--- config.mk ---
export PLATFORM = sky130hd
export DESIGN_NAME = bounding_box_gap_interpolator
export DESIGN_NICKNAME = d
export VERILOG_FILES = /design/src/hw/rtl/bbgi_pkg.sv /design/src/hw/rtl/bounding_box_gap_interpolator.sv
export SDC_FILE = /design/constraint.sdc
export NUM_CORES = 1
export LEC_CHECK = 0
export BUFFER_PORTS_ARGS = -buffer_cell sky130_fd_sc_hd__buf_2
export CELL_PAD_IN_SITES_DETAIL_PLACEMENT = 0
export CELL_PAD_IN_SITES_GLOBAL_PLACEMENT = 2
export CORE_ASPECT_RATIO = 0.6
export CORE_UTILIZATION = 35
export DETAILED_ROUTE_END_ITERATION = 10
export HOLD_SLACK_MARGIN = 0.1
export PLACE_DENSITY_LB_ADDON = 0.1
export SLEW_MARGIN = 10
export SYNTH_ARGS = -nofsm -noshare
export SYNTH_HDL_FRONTEND = slang
export SYNTH_SLANG_ARGS = --single-unit
--- constraint.sdc ---
create_clock -name clk -period 7.05 [get_ports clk]
set_clock_uncertainty 0.1 [all_clocks]
set_input_delay 0.705 -clock clk [delete_from_list [all_inputs] [get_ports clk]]
set_output_delay 0.705 -clock clk [all_outputs]
set_load 0.05 [all_outputs]
--- src/hw/rtl/bbgi_pkg.sv ---
// bbgi_pkg: shared types and fixed widths for the bounding-box gap interpolator.
// No dependencies; used by bounding_box_gap_interpolator and bbgi_checker.
`default_nettype none

package bbgi_pkg;

	localparam int COORD_W   = 12;  // box coordinate / size width
	localparam int NUM_COORD = 4;   // x, y, w, h
	localparam int GAP_W     = 4;   // segment_gap width
	localparam int STEP_W    = 6;   // step_index width
	localparam int DIFF_W    = COORD_W + 1;  // signed next - prev

	typedef enum logic [1:0] {
		ST_IDLE,  // waiting for start
		ST_DIV,   // per-coordinate step division, one quotient bit a cycle
		ST_UPD    // per-box update, one coordinate a cycle
	} bbgi_state_t;

endpackage

`default_nettype wire

--- src/hw/rtl/bounding_box_gap_interpolator.sv ---
// bounding_box_gap_interpolator: linear fill of a track gap between two boxes.
// Depends on bbgi_pkg (widths, state type).
`default_nettype none

//  channel   | handshake                  | payload
//  ----------+----------------------------+-----------------------------------------
//  command   | start in, busy out         | prev_x/y/w/h, next_x/y/w/h, segment_gap
//  result    | box_valid out (strobe)     | box_x/y/w/h, step_index, last
//
//  A command beat is taken on a rising edge with start high and busy low.
//  With G = min(segment_gap, MAX_GAP) and N = (G-1)*TRACK_LEN, the block stays
//  busy while it splits the per-box increment (4 coordinates x 12 quotient
//  bits) and then while each of the N boxes passes the shared compare/subtract
//  unit one coordinate at a time; a result beat follows each box's update.
//  G below 2 yields no beat and busy stays low.
//  Each result beat lasts one cycle; the receiver cannot stall it.
//  arst_n clears the sequencer only; no clearing pass is needed.

module bounding_box_gap_interpolator #(
	parameter int TRACK_LEN = 6,
	parameter int MAX_GAP   = 11
) (
	input  wire logic                          clk,
	input  wire logic                          arst_n,
	input  wire logic                          start,
	output logic                               busy,
	input  wire logic [bbgi_pkg::COORD_W-1:0]  prev_x,
	input  wire logic [bbgi_pkg::COORD_W-1:0]  prev_y,
	input  wire logic [bbgi_pkg::COORD_W-1:0]  prev_w,
	input  wire logic [bbgi_pkg::COORD_W-1:0]  prev_h,
	input  wire logic [bbgi_pkg::COORD_W-1:0]  next_x,
	input  wire logic [bbgi_pkg::COORD_W-1:0]  next_y,
	input  wire logic [bbgi_pkg::COORD_W-1:0]  next_w,
	input  wire logic [bbgi_pkg::COORD_W-1:0]  next_h,
	input  wire logic [bbgi_pkg::GAP_W-1:0]    segment_gap,
	output logic                               box_valid,
	output logic [bbgi_pkg::COORD_W-1:0]       box_x,
	output logic [bbgi_pkg::COORD_W-1:0]       box_y,
	output logic [bbgi_pkg::COORD_W-1:0]       box_w,
	output logic [bbgi_pkg::COORD_W-1:0]       box_h,
	output logic [bbgi_pkg::STEP_W-1:0]        step_index,
	output logic                               last
);

	// segment_gap is 4 bits wide, so it can never exceed 15 whatever MAX_GAP says
	localparam int GAP_CAP = (MAX_GAP < 15) ? MAX_GAP : 15;
	localparam int N_MAX   = (GAP_CAP > 1) ? (GAP_CAP - 1) * TRACK_LEN : 0;
	// wide enough for the divisor N+1
	localparam int DW      = $clog2(N_MAX + 2);
	localparam int QB_W    = $clog2(bbgi_pkg::COORD_W);

	localparam logic [bbgi_pkg::GAP_W-1:0] GapCap  = bbgi_pkg::GAP_W'(GAP_CAP);
	localparam logic [QB_W-1:0]            QbitTop = QB_W'(bbgi_pkg::COORD_W - 1);

	// ---------------------------------------------------------------------
	// Scheme: numerator(i) = prev*(N+1) + i*(next-prev). Keep it as
	// quotient q and remainder r against den = N+1, starting at q = prev, r = 0.
	// The increment d = next-prev is split once into floor quotient dq and
	// remainder dr in [0, den); each box then adds them with one carry check.
	// ---------------------------------------------------------------------

	bbgi_pkg::bbgi_state_t state_q, state_d;

	logic [1:0]                        crd_q;     // coordinate in work
	logic [QB_W-1:0]                   qbit_q;    // quotient bit in work
	logic [DW-1:0]                     idx_q;     // boxes emitted so far
	logic [DW-1:0]                     n_q;       // box count N
	logic [DW-1:0]                     den_q;     // N + 1
	logic [DW-1:0]                     rem_q;     // long-division remainder
	logic [bbgi_pkg::COORD_W-1:0]      qacc_q;    // long-division quotient bits
	logic                              valid_q;

	logic [bbgi_pkg::COORD_W-1:0]      q_q   [bbgi_pkg::NUM_COORD];
	logic [DW-1:0]                     r_q   [bbgi_pkg::NUM_COORD];
	logic [bbgi_pkg::DIFF_W-1:0]       dq_q  [bbgi_pkg::NUM_COORD];  // two's complement
	logic [DW-1:0]                     dr_q  [bbgi_pkg::NUM_COORD];
	logic [bbgi_pkg::COORD_W-1:0]      mag_q [bbgi_pkg::NUM_COORD];  // |next - prev|
	logic                              neg_q [bbgi_pkg::NUM_COORD];

	logic [bbgi_pkg::COORD_W-1:0]      prev_v [bbgi_pkg::NUM_COORD];
	logic [bbgi_pkg::COORD_W-1:0]      next_v [bbgi_pkg::NUM_COORD];
	logic [bbgi_pkg::DIFF_W-1:0]       diff_v [bbgi_pkg::NUM_COORD];

	logic [bbgi_pkg::GAP_W-1:0]        gap_sat;
	logic [DW-1:0]                     n_calc;
	logic                              accept;
	logic                              launch;

	// shared compare/subtract unit
	logic [DW:0]                       cs_x;
	logic                              cs_ge;
	logic [DW:0]                       cs_diff;
	logic [DW-1:0]                     cs_y;

	// step-split finalize
	logic [bbgi_pkg::COORD_W-1:0]      fin_quo;
	logic                              fin_rz;
	logic [bbgi_pkg::DIFF_W-1:0]       fin_dq;
	logic [DW-1:0]                     fin_dr;

	// box update
	logic [bbgi_pkg::DIFF_W:0]         qsum;

	assign prev_v[0] = prev_x;
	assign prev_v[1] = prev_y;
	assign prev_v[2] = prev_w;
	assign prev_v[3] = prev_h;
	assign next_v[0] = next_x;
	assign next_v[1] = next_y;
	assign next_v[2] = next_w;
	assign next_v[3] = next_h;

	always_comb begin
		for (int c = 0; c < bbgi_pkg::NUM_COORD; c++) begin
			diff_v[c] = {1'b0, next_v[c]} - {1'b0, prev_v[c]};
		end
	end

	assign gap_sat = (segment_gap > GapCap) ? GapCap : segment_gap;
	assign n_calc  = DW'((32'(gap_sat) - 32'd1) * TRACK_LEN);
	assign accept  = start && (state_q == bbgi_pkg::ST_IDLE);
	// gaps of 0 or 1 segment produce nothing and never go busy
	assign launch  = accept && (gap_sat >= bbgi_pkg::GAP_W'(2));

	// shared unit: x >= den ? x - den : x
	always_comb begin
		if (state_q == bbgi_pkg::ST_DIV) begin
			cs_x = {rem_q, mag_q[crd_q][qbit_q]};
		end else begin
			cs_x = {1'b0, r_q[crd_q]} + {1'b0, dr_q[crd_q]};
		end
		cs_diff = cs_x - {1'b0, den_q};
		cs_ge   = (cs_x >= {1'b0, den_q});
		cs_y    = cs_ge ? cs_diff[DW-1:0] : cs_x[DW-1:0];
	end

	// floor split of a possibly negative increment
	always_comb begin
		fin_quo = {qacc_q[bbgi_pkg::COORD_W-2:0], cs_ge};
		fin_rz  = (cs_y == '0);
		if (!neg_q[crd_q]) begin
			fin_dq = {1'b0, fin_quo};
			fin_dr = cs_y;
		end else if (fin_rz) begin
			fin_dq = -{1'b0, fin_quo};
			fin_dr = '0;
		end else begin
			fin_dq = -{1'b0, fin_quo} - bbgi_pkg::DIFF_W'(1);
			fin_dr = den_q - cs_y;
		end
	end

	// q + dq + carry; the true result always lands in 0..4095
	assign qsum = {2'b00, q_q[crd_q]} + {dq_q[crd_q][bbgi_pkg::DIFF_W-1], dq_q[crd_q]}
		+ {{bbgi_pkg::DIFF_W{1'b0}}, cs_ge};

	// sequencer
	always_ff @(posedge clk or negedge arst_n) begin
		if (!arst_n) begin
			state_q <= bbgi_pkg::ST_IDLE;
		end else begin
			state_q <= state_d;
		end
	end

	always_comb begin
		state_d = state_q;
		busy    = 1'b1;
		case (state_q)
			bbgi_pkg::ST_IDLE: begin
				busy = 1'b0;
				if (launch) begin
					state_d = bbgi_pkg::ST_DIV;
				end
			end
			bbgi_pkg::ST_DIV: begin
				if (qbit_q == '0 && crd_q == 2'd3) begin
					state_d = bbgi_pkg::ST_UPD;
				end
			end
			bbgi_pkg::ST_UPD: begin
				if (crd_q == 2'd3 && (idx_q + DW'(1)) == n_q) begin
					state_d = bbgi_pkg::ST_IDLE;
				end
			end
			default: begin
				state_d = bbgi_pkg::ST_IDLE;
			end
		endcase
	end

	// control counters and strobe
	always_ff @(posedge clk or negedge arst_n) begin
		if (!arst_n) begin
			crd_q   <= '0;
			qbit_q  <= QbitTop;
			idx_q   <= '0;
			valid_q <= 1'b0;
		end else begin
			valid_q <= (state_q == bbgi_pkg::ST_UPD) && (crd_q == 2'd3);
			if (launch) begin
				crd_q  <= '0;
				qbit_q <= QbitTop;
				idx_q  <= '0;
			end else if (state_q == bbgi_pkg::ST_DIV) begin
				if (qbit_q == '0) begin
					qbit_q <= QbitTop;
					crd_q  <= crd_q + 2'd1;
				end else begin
					qbit_q <= qbit_q - QB_W'(1);
				end
			end else if (state_q == bbgi_pkg::ST_UPD) begin
				crd_q <= crd_q + 2'd1;
				if (crd_q == 2'd3) begin
					idx_q <= idx_q + DW'(1);
				end
			end
		end
	end

	// datapath
	always_ff @(posedge clk) begin
		if (launch) begin
			n_q    <= n_calc;
			den_q  <= n_calc + DW'(1);
			rem_q  <= '0;
			for (int c = 0; c < bbgi_pkg::NUM_COORD; c++) begin
				q_q[c]   <= prev_v[c];
				r_q[c]   <= '0;
				neg_q[c] <= diff_v[c][bbgi_pkg::DIFF_W-1];
				mag_q[c] <= diff_v[c][bbgi_pkg::DIFF_W-1]
					? bbgi_pkg::COORD_W'(-diff_v[c]) : diff_v[c][bbgi_pkg::COORD_W-1:0];
			end
		end else if (state_q == bbgi_pkg::ST_DIV) begin
			qacc_q <= fin_quo;
			if (qbit_q == '0) begin
				rem_q         <= '0;
				dq_q[crd_q]   <= fin_dq;
				dr_q[crd_q]   <= fin_dr;
			end else begin
				rem_q <= cs_y;
			end
		end else if (state_q == bbgi_pkg::ST_UPD) begin
			r_q[crd_q] <= cs_y;
			q_q[crd_q] <= qsum[bbgi_pkg::COORD_W-1:0];
		end
	end

	// result beat: coordinates stay put for the strobe cycle
	assign box_valid  = valid_q;
	assign box_x      = q_q[0];
	assign box_y      = q_q[1];
	assign box_w      = q_q[2];
	assign box_h      = q_q[3];
	assign step_index = bbgi_pkg::STEP_W'(idx_q);
	assign last       = (idx_q == n_q);

endmodule

`default_nettype wire

# Word level (Yosys, flattened, before mapping)
# Memories as Yosys holds them, arrays and structs flattened.
# Index checks and enable logic that the tools add are counted.
[totals]
inputBits = 103
reg_bits = 43
memories = 6
out_inout_bits = 57
ram_bits = 200
[memory_table]
columns = ["memory", "words", "word_bits", "rd", "rd_clocked_by_memory_dff", "wr", "line", "text"]
rows = [
  ["dq_q", 4, 13, 1, 0, 1, "bounding_box_gap_interpolator.sv:75", "logic [bbgi_pkg::DIFF_W-1:0] dq_q [bbgi_pkg::NUM_COORD];"],
  ["mag_q", 4, 12, 1, 0, 4, "bounding_box_gap_interpolator.sv:77", "logic [bbgi_pkg::COORD_W-1:0] mag_q [bbgi_pkg::NUM_COORD];"],
  ["q_q", 4, 12, 5, 0, 4, "bounding_box_gap_interpolator.sv:73", "logic [bbgi_pkg::COORD_W-1:0] q_q [bbgi_pkg::NUM_COORD];"],
  ["dr_q", 4, 6, 1, 0, 1, "bounding_box_gap_interpolator.sv:76", "logic [DW-1:0] dr_q [bbgi_pkg::NUM_COORD];"],
  ["r_q", 4, 6, 1, 0, 4, "bounding_box_gap_interpolator.sv:74", "logic [DW-1:0] r_q [bbgi_pkg::NUM_COORD];"],
  ["neg_q", 4, 1, 1, 0, 4, "bounding_box_gap_interpolator.sv:78", "logic neg_q [bbgi_pkg::NUM_COORD];"],
]
[classes]
mux = 46
reduce_logical = 18
addsub = 20
order_cmp = 4
eq_ne = 10
bitwise = 1
mul = 1
[ops]
columns = ["operator", "n"]
rows = [
  ["$mux W12", 5],
  ["$mux W6", 9],
  ["$sub A12 B12 Y13", 4],
  ["$neg A12 Y12", 4],
  ["$mul A32 B2 Y5 const B", 1],
  ["$mux W13", 2],
  ["$mux W2", 9],
  ["$mux W4", 4],
  ["$mux W1", 14],
  ["$neg A12 Y13", 1],
  ["$sub A13 B1 Y13 const B", 1],
  ["$add A12 B1 Y12", 1],
  ["$add A12 B12 Y12", 1],
  ["$add A6 B1 Y6 const B", 2],
  ["$eq A6 B6 Y1", 2],
  ["$reduce_or A12 Y1", 1],
  ["$sub A6 B6 Y6", 2],
  ["$ne A2 B2 Y1 const B", 4],
  ["$add A6 B6 Y7", 1],
  ["$ge A7 B6 Y1", 1],
  ["$mux W7", 1],
  ["$logic_not A6 Y1", 1],
  ["$pmux W2 S3", 1],
  ["$reduce_and A3 Y1", 2],
  ["other kinds (18)", 26],
]

# Logic depth before layout (Yosys ltp)
# An unclocked memory read counts as a cell.
[depth]
depth_word = 9
depth_mapped = 32
mapped_depth_nobuf = 27

# Least setup slack after synthesis
# OpenSTA, ideal clock, no wires.
[synth_timing]
path_kind = "reg2reg"
startpoint = "register crd_q[0]"
endpoint = "memory q_q[0][10] (netlist bit), data pin"
n_path_buf = 4
required_time_ns = 6.680
slack_ns = -0.356
path_stages_with_launch = 32
arrival_ns = 7.037
path_cell_list = "dfrtp_1 buf_4 clkbuf_1 clkbuf_1 mux4_2 ha_1 inv_1 fa_1 nand2b_1 o2bb2ai_1 xnor2_1 mux2_2 ha_1 clkbuf_1 nand2_1 o211a_1 o211a_1 and4_1 a21oi_1 inv_2 fa_1 fa_1 nor2b_1 o21ai_0 a21boi_0 o21ai_0 a21boi_0 o21a_1 o21ai_0 nand4_1 nor3b_1 o21ai_0"
[synth_rtl]
columns = ["element", "line", "text"]
rows = [
  ["start, declared", "bounding_box_gap_interpolator.sv:64", "logic [1:0] crd_q;"],
  ["start signal, assigned", "bounding_box_gap_interpolator.sv:208", "crd_q <= crd_q + 2'd1;"],
  ["start signal, assigned", "bounding_box_gap_interpolator.sv:213", "crd_q <= crd_q + 2'd1;"],
  ["end, declared", "bounding_box_gap_interpolator.sv:73", ""],
]

==> flow_summary.ini <==
[setup_path]
required_ns = 7.22
worstReg2RegEnd = q_q[1][10]$_DFFE_PP_
crit_type = reg2reg
cp-start-kind = flop
critical_path.max_fanout = 7
reg2regPathDepth = 25
reg2reg_slack_ns = 0.44
crit_arrival_ns = 6.79
reg2reg_from = crd_q[0]$_DFFE_PN0P_
endpoint_kind = flop

[global_route]
grt_pass1_wl_mm = 72.9
grt_overflow_total = 0
track_usage_pct = 23.0
antenna_found_initial = 1
grt_max_degree = 62
grt_pass1_vias = 10900

[timing]
slew_headroom_pct = 19.4
period_needed_ns = 6.61
whs_ns = 0.352
worstMarginPinSlew_ns = 1.21
setup_viol = 0
drv_slew = 0
finalHoldViolCount = 0
max_freq_mhz = 151
fin_tns_setup_ns = 0
setup_ws_ns = 0.436
fin_crit_sh_pct = 93.8
rsz0062_at_grt = false

[drt]
route.detailed.drc = 0
routed_wl_mm = 49.6
routed.top_layer = met4
vias = 11500
dr.pass1.iters = 5
wl_met3_mm = 3.96
wl_per_cell_um = 22.9
viasPerCell = 5.32
ant_nets = 0
wl_met2_mm = 18.2
drtIter0Drc = 954
wl_met1_mm = 26.7

[clock_tree]
tritoncts = built
clkTransAtPathRegs_ns = 0.06
cts_buffers = 25
clock_sinks = 233
clockBufferDepth = 3
ctsHtreeMaxLevel = 1
clock_latency_ns = 0.55
root_buffer = clkbuf_16

[layout]
diodes = 0
design_area_mm2 = 0.0174
fill_cells = 4167
syn_to_final_growth_pct = 17.0
drive_above_1_share_pct = 20.1
nets = 1778

[logic_synthesis]
syn_area_mm2 = 0.0149
synth_flop_cell = edfxtp_1
syn_inst = 1396
synth.yosys.warnings = 0
async_flop_share_pct = 6.44
synth_edf_count = 212
avgSynthCellArea_um2 = 10.7
synth_cell_types = 86
synthesis.nets = 1599
synth_seq_cells = 233
yosysSeqAreaShare_pct = 46.1

[pwr]
vdd_drop_max_v = 0.000258
power.density_mw_per_mm2 = 482
p_leak_nw = 7.19

[placement]
place.gp.congestion = 0.859
io_buffers = 159
place_area_mm2 = 0.0165
pre_cts_slack_ns = -0.0217
place_hpwl_mm = 38.7

[run]
maxCapViolCount = 0

[floorplan]
ios = 160
die_w_um = 268
rows = 58
start_util_pct = 35.5
die_h_um = 162
design.core.area_mm2 = 0.0419
dieArea_mm2 = 0.0434

[min_path]
min_to = q_q[0][1]$_DFFE_PP_
hold_path.class = in2reg
whs_path_depth = 3
hp-start = prev_x[1]

[run_status]
status = completed
==> sequential cells by signal, indices dropped and copies added (netlist names) <==
name and flops:
step_index 6, qbit_q 4, neg_q 4, qacc_q 11, r_q 24, q_q 48, rem_q 6, den_q 5
crd_q 2, dr_q 24, box_valid 1, state_q 2, dq_q 48, mag_q 48
==> cells in the mapped netlist (5+ instances only) <==
| library cell | n | area, um^2 |
|---|---|---|
| and2_1 | 6 | 37.5 |
| clkbuf_1 | 30 | 113 |
| nand4_1 | 11 | 68.8 |
| a22oi_1 | 5 | 37.5 |
| nand2b_1 | 14 | 87.6 |
| nor3_1 | 31 | 155 |
| fa_1 | 10 | 200 |
| a31oi_1 | 8 | 50.1 |
| dfrtp_1 | 12 | 300 |
| mux2i_1 | 28 | 280 |
| and3_1 | 7 | 43.8 |
| a21o_1 | 21 | 158 |
| buf_1 | 5 | 18.8 |
| nor4_1 | 5 | 31.3 |
| nor2b_1 | 21 | 131 |
| dfxtp_1 | 6 | 120 |
| mux4_2 | 37 | 833 |
| nand3_1 | 27 | 135 |
| xor2_1 | 37 | 324 |
| o31ai_1 | 8 | 60.1 |
| edfxtp_1 | 212 | 6370 |
| o21ai_1 | 6 | 30.0 |
| inv_1 | 131 | 492 |
| a21boi_0 | 7 | 52.6 |
| o21a_1 | 10 | 75.1 |
| or3_1 | 15 | 93.8 |
| nand2_1 | 142 | 533 |
| o21ai_0 | 99 | 495 |
| o211ai_1 | 10 | 75.1 |
| o21bai_1 | 5 | 37.5 |
| nor2_1 | 99 | 372 |
| buf_4 | 7 | 52.6 |
| xnor2_1 | 73 | 639 |
| a21oi_1 | 63 | 315 |
| ha_1 | 90 | 1130 |
==> metrics by stage <==
stage | total power (W) | instances | utilization (%)
final | 0.00840 | 2164 | 41.5
after global routing | 0.00894 | 2164 | 41.5
after CTS | 0.00830 | 2160 | 41.3
after detailed placement | 0.00688 | 2113 | 39.3
after global placement | 0.00688 | 2113 | 39.3
after floorplan | 0.00528 | 1396 | -
==> cells by family after synthesis <==
group / Yosys count / share of synthesized area, %
AND/OR/NAND/NOR: 404 / 12.9
buffers and inverters: 179 / 4.72
flip-flops: 233 / 46.1
XOR/XNOR: 110 / 6.47
multiplexers: 73 / 8.11
adder cells (fa/ha/maj): 100 / 8.91
AO/OA/AOI/OAI: 297 / 12.8
==> layer usage <==
| layer | up-vias | track usage (%) |
|---|---|---|
| met5 | - | 0 |
| met4 | 0 | 3.82 |
| met3 | 48 | 5.50 |
| met2 | 387 | 29.1 |
| met1 | 5641 | 38.4 |
| li1 | 5426 | - |
==> repair_timing <==
action / CTS / global route
buffers inserted: 0 / 4
gates resized for setup: 1 / 9
pin swaps: 0 / 3
hold buffers: 1 / 0
gates cloned: 0 / 0
endpoints found under the hold margin: 12 / 0
endpoints found under the setup margin: 4 / 31
==> area by class of cell <==
type / count / area [um^2] / area share [%]
multi-input cells: 984 / 7380 / 42.4
inverters: 133 / 499 / 2.87
flip-flops and latches: 233 / 6870 / 39.4
well taps: 570 / 713 / 4.10
clock buffers: 29 / 641 / 3.68
clock inverters: 17 / 210 / 1.21
repair buffers: 198 / 1100 / 6.34
==> how the worst max path moves through the flow <==
stage	from	endpoint	slack, ns	cells after the start
after floorplan	crd_q[0]$_DFFE_PN0P_	q_q[0][10]$_DFFE_PP_	0.05	31
after global placement	crd_q[0]$_DFFE_PN0P_	q_q[3][10]$_DFFE_PP_	0.23	27
after detailed placement	crd_q[0]$_DFFE_PN0P_	q_q[2][10]$_DFFE_PP_	-0.02	27
after CTS	crd_q[0]$_DFFE_PN0P_	q_q[2][8]$_DFFE_PP_	0.04	26
after global routing	crd_q[0]$_DFFE_PN0P_	q_q[3][10]$_DFFE_PP_	0.009	25
final	crd_q[0]$_DFFE_PN0P_	q_q[1][10]$_DFFE_PP_	0.44	25
==> layout by cell type (no fill, tap or decap), types with 10 or more instances in the layout <==
cell type  netlist  final
edfxtp_1       212    212
buf_2            4    159
nand2_1        142    142
inv_1          131    130
nor2_1          99     99
o21ai_0         99     97
ha_1            90     89
xnor2_1         73     72
a21oi_1         63     62
mux4_2          37     37
xor2_1          37     37
buf_4            7     37
nor3_1          31     31
mux2i_1         28     28
nand3_1         27     27
clkbuf_16        0     25
nor2b_1         21     21
a21o_1          21     21
or3_1           15     15
nand2b_1        14     14
nand4_1         11     11
o21a_1          10     10
o211ai_1        10     10
fa_1            10     10
dfrtp_1         12     10
==> worst max-delay path, cell delays in order, from the launching register on <==
cell and delay [ns]:
dfrtp_2 0.49, buf_4 0.17, mux4_2 0.51, ha_1 0.31
a21o_1 0.20, a211o_1 0.29, a31o_2 0.26, ha_1 0.40
nand4_1 0.21, and2_1 0.21, a31oi_1 0.25, nor2_1 0.13
a21oi_2 0.21, inv_2 0.10, fa_1 0.46, fa_1 0.39
nor2b_1 0.17, o21ai_0 0.13, a21boi_1 0.19, o21ai_0 0.15
a21boi_1 0.21, o21a_1 0.15, o21ai_0 0.14, nand4_1 0.15
nor3b_4 0.26, o21ai_0 0.12
==> where the power goes <==
group          total, W  switching [W]  internal (W)
logic           0.00472        0.00299       0.00173
registers       0.00227       0.000198       0.00207
clock network   0.00140       0.000591      0.000808
total           0.00840        0.00378       0.00461
No activity file was read; power rests on OpenSTA's default activity.
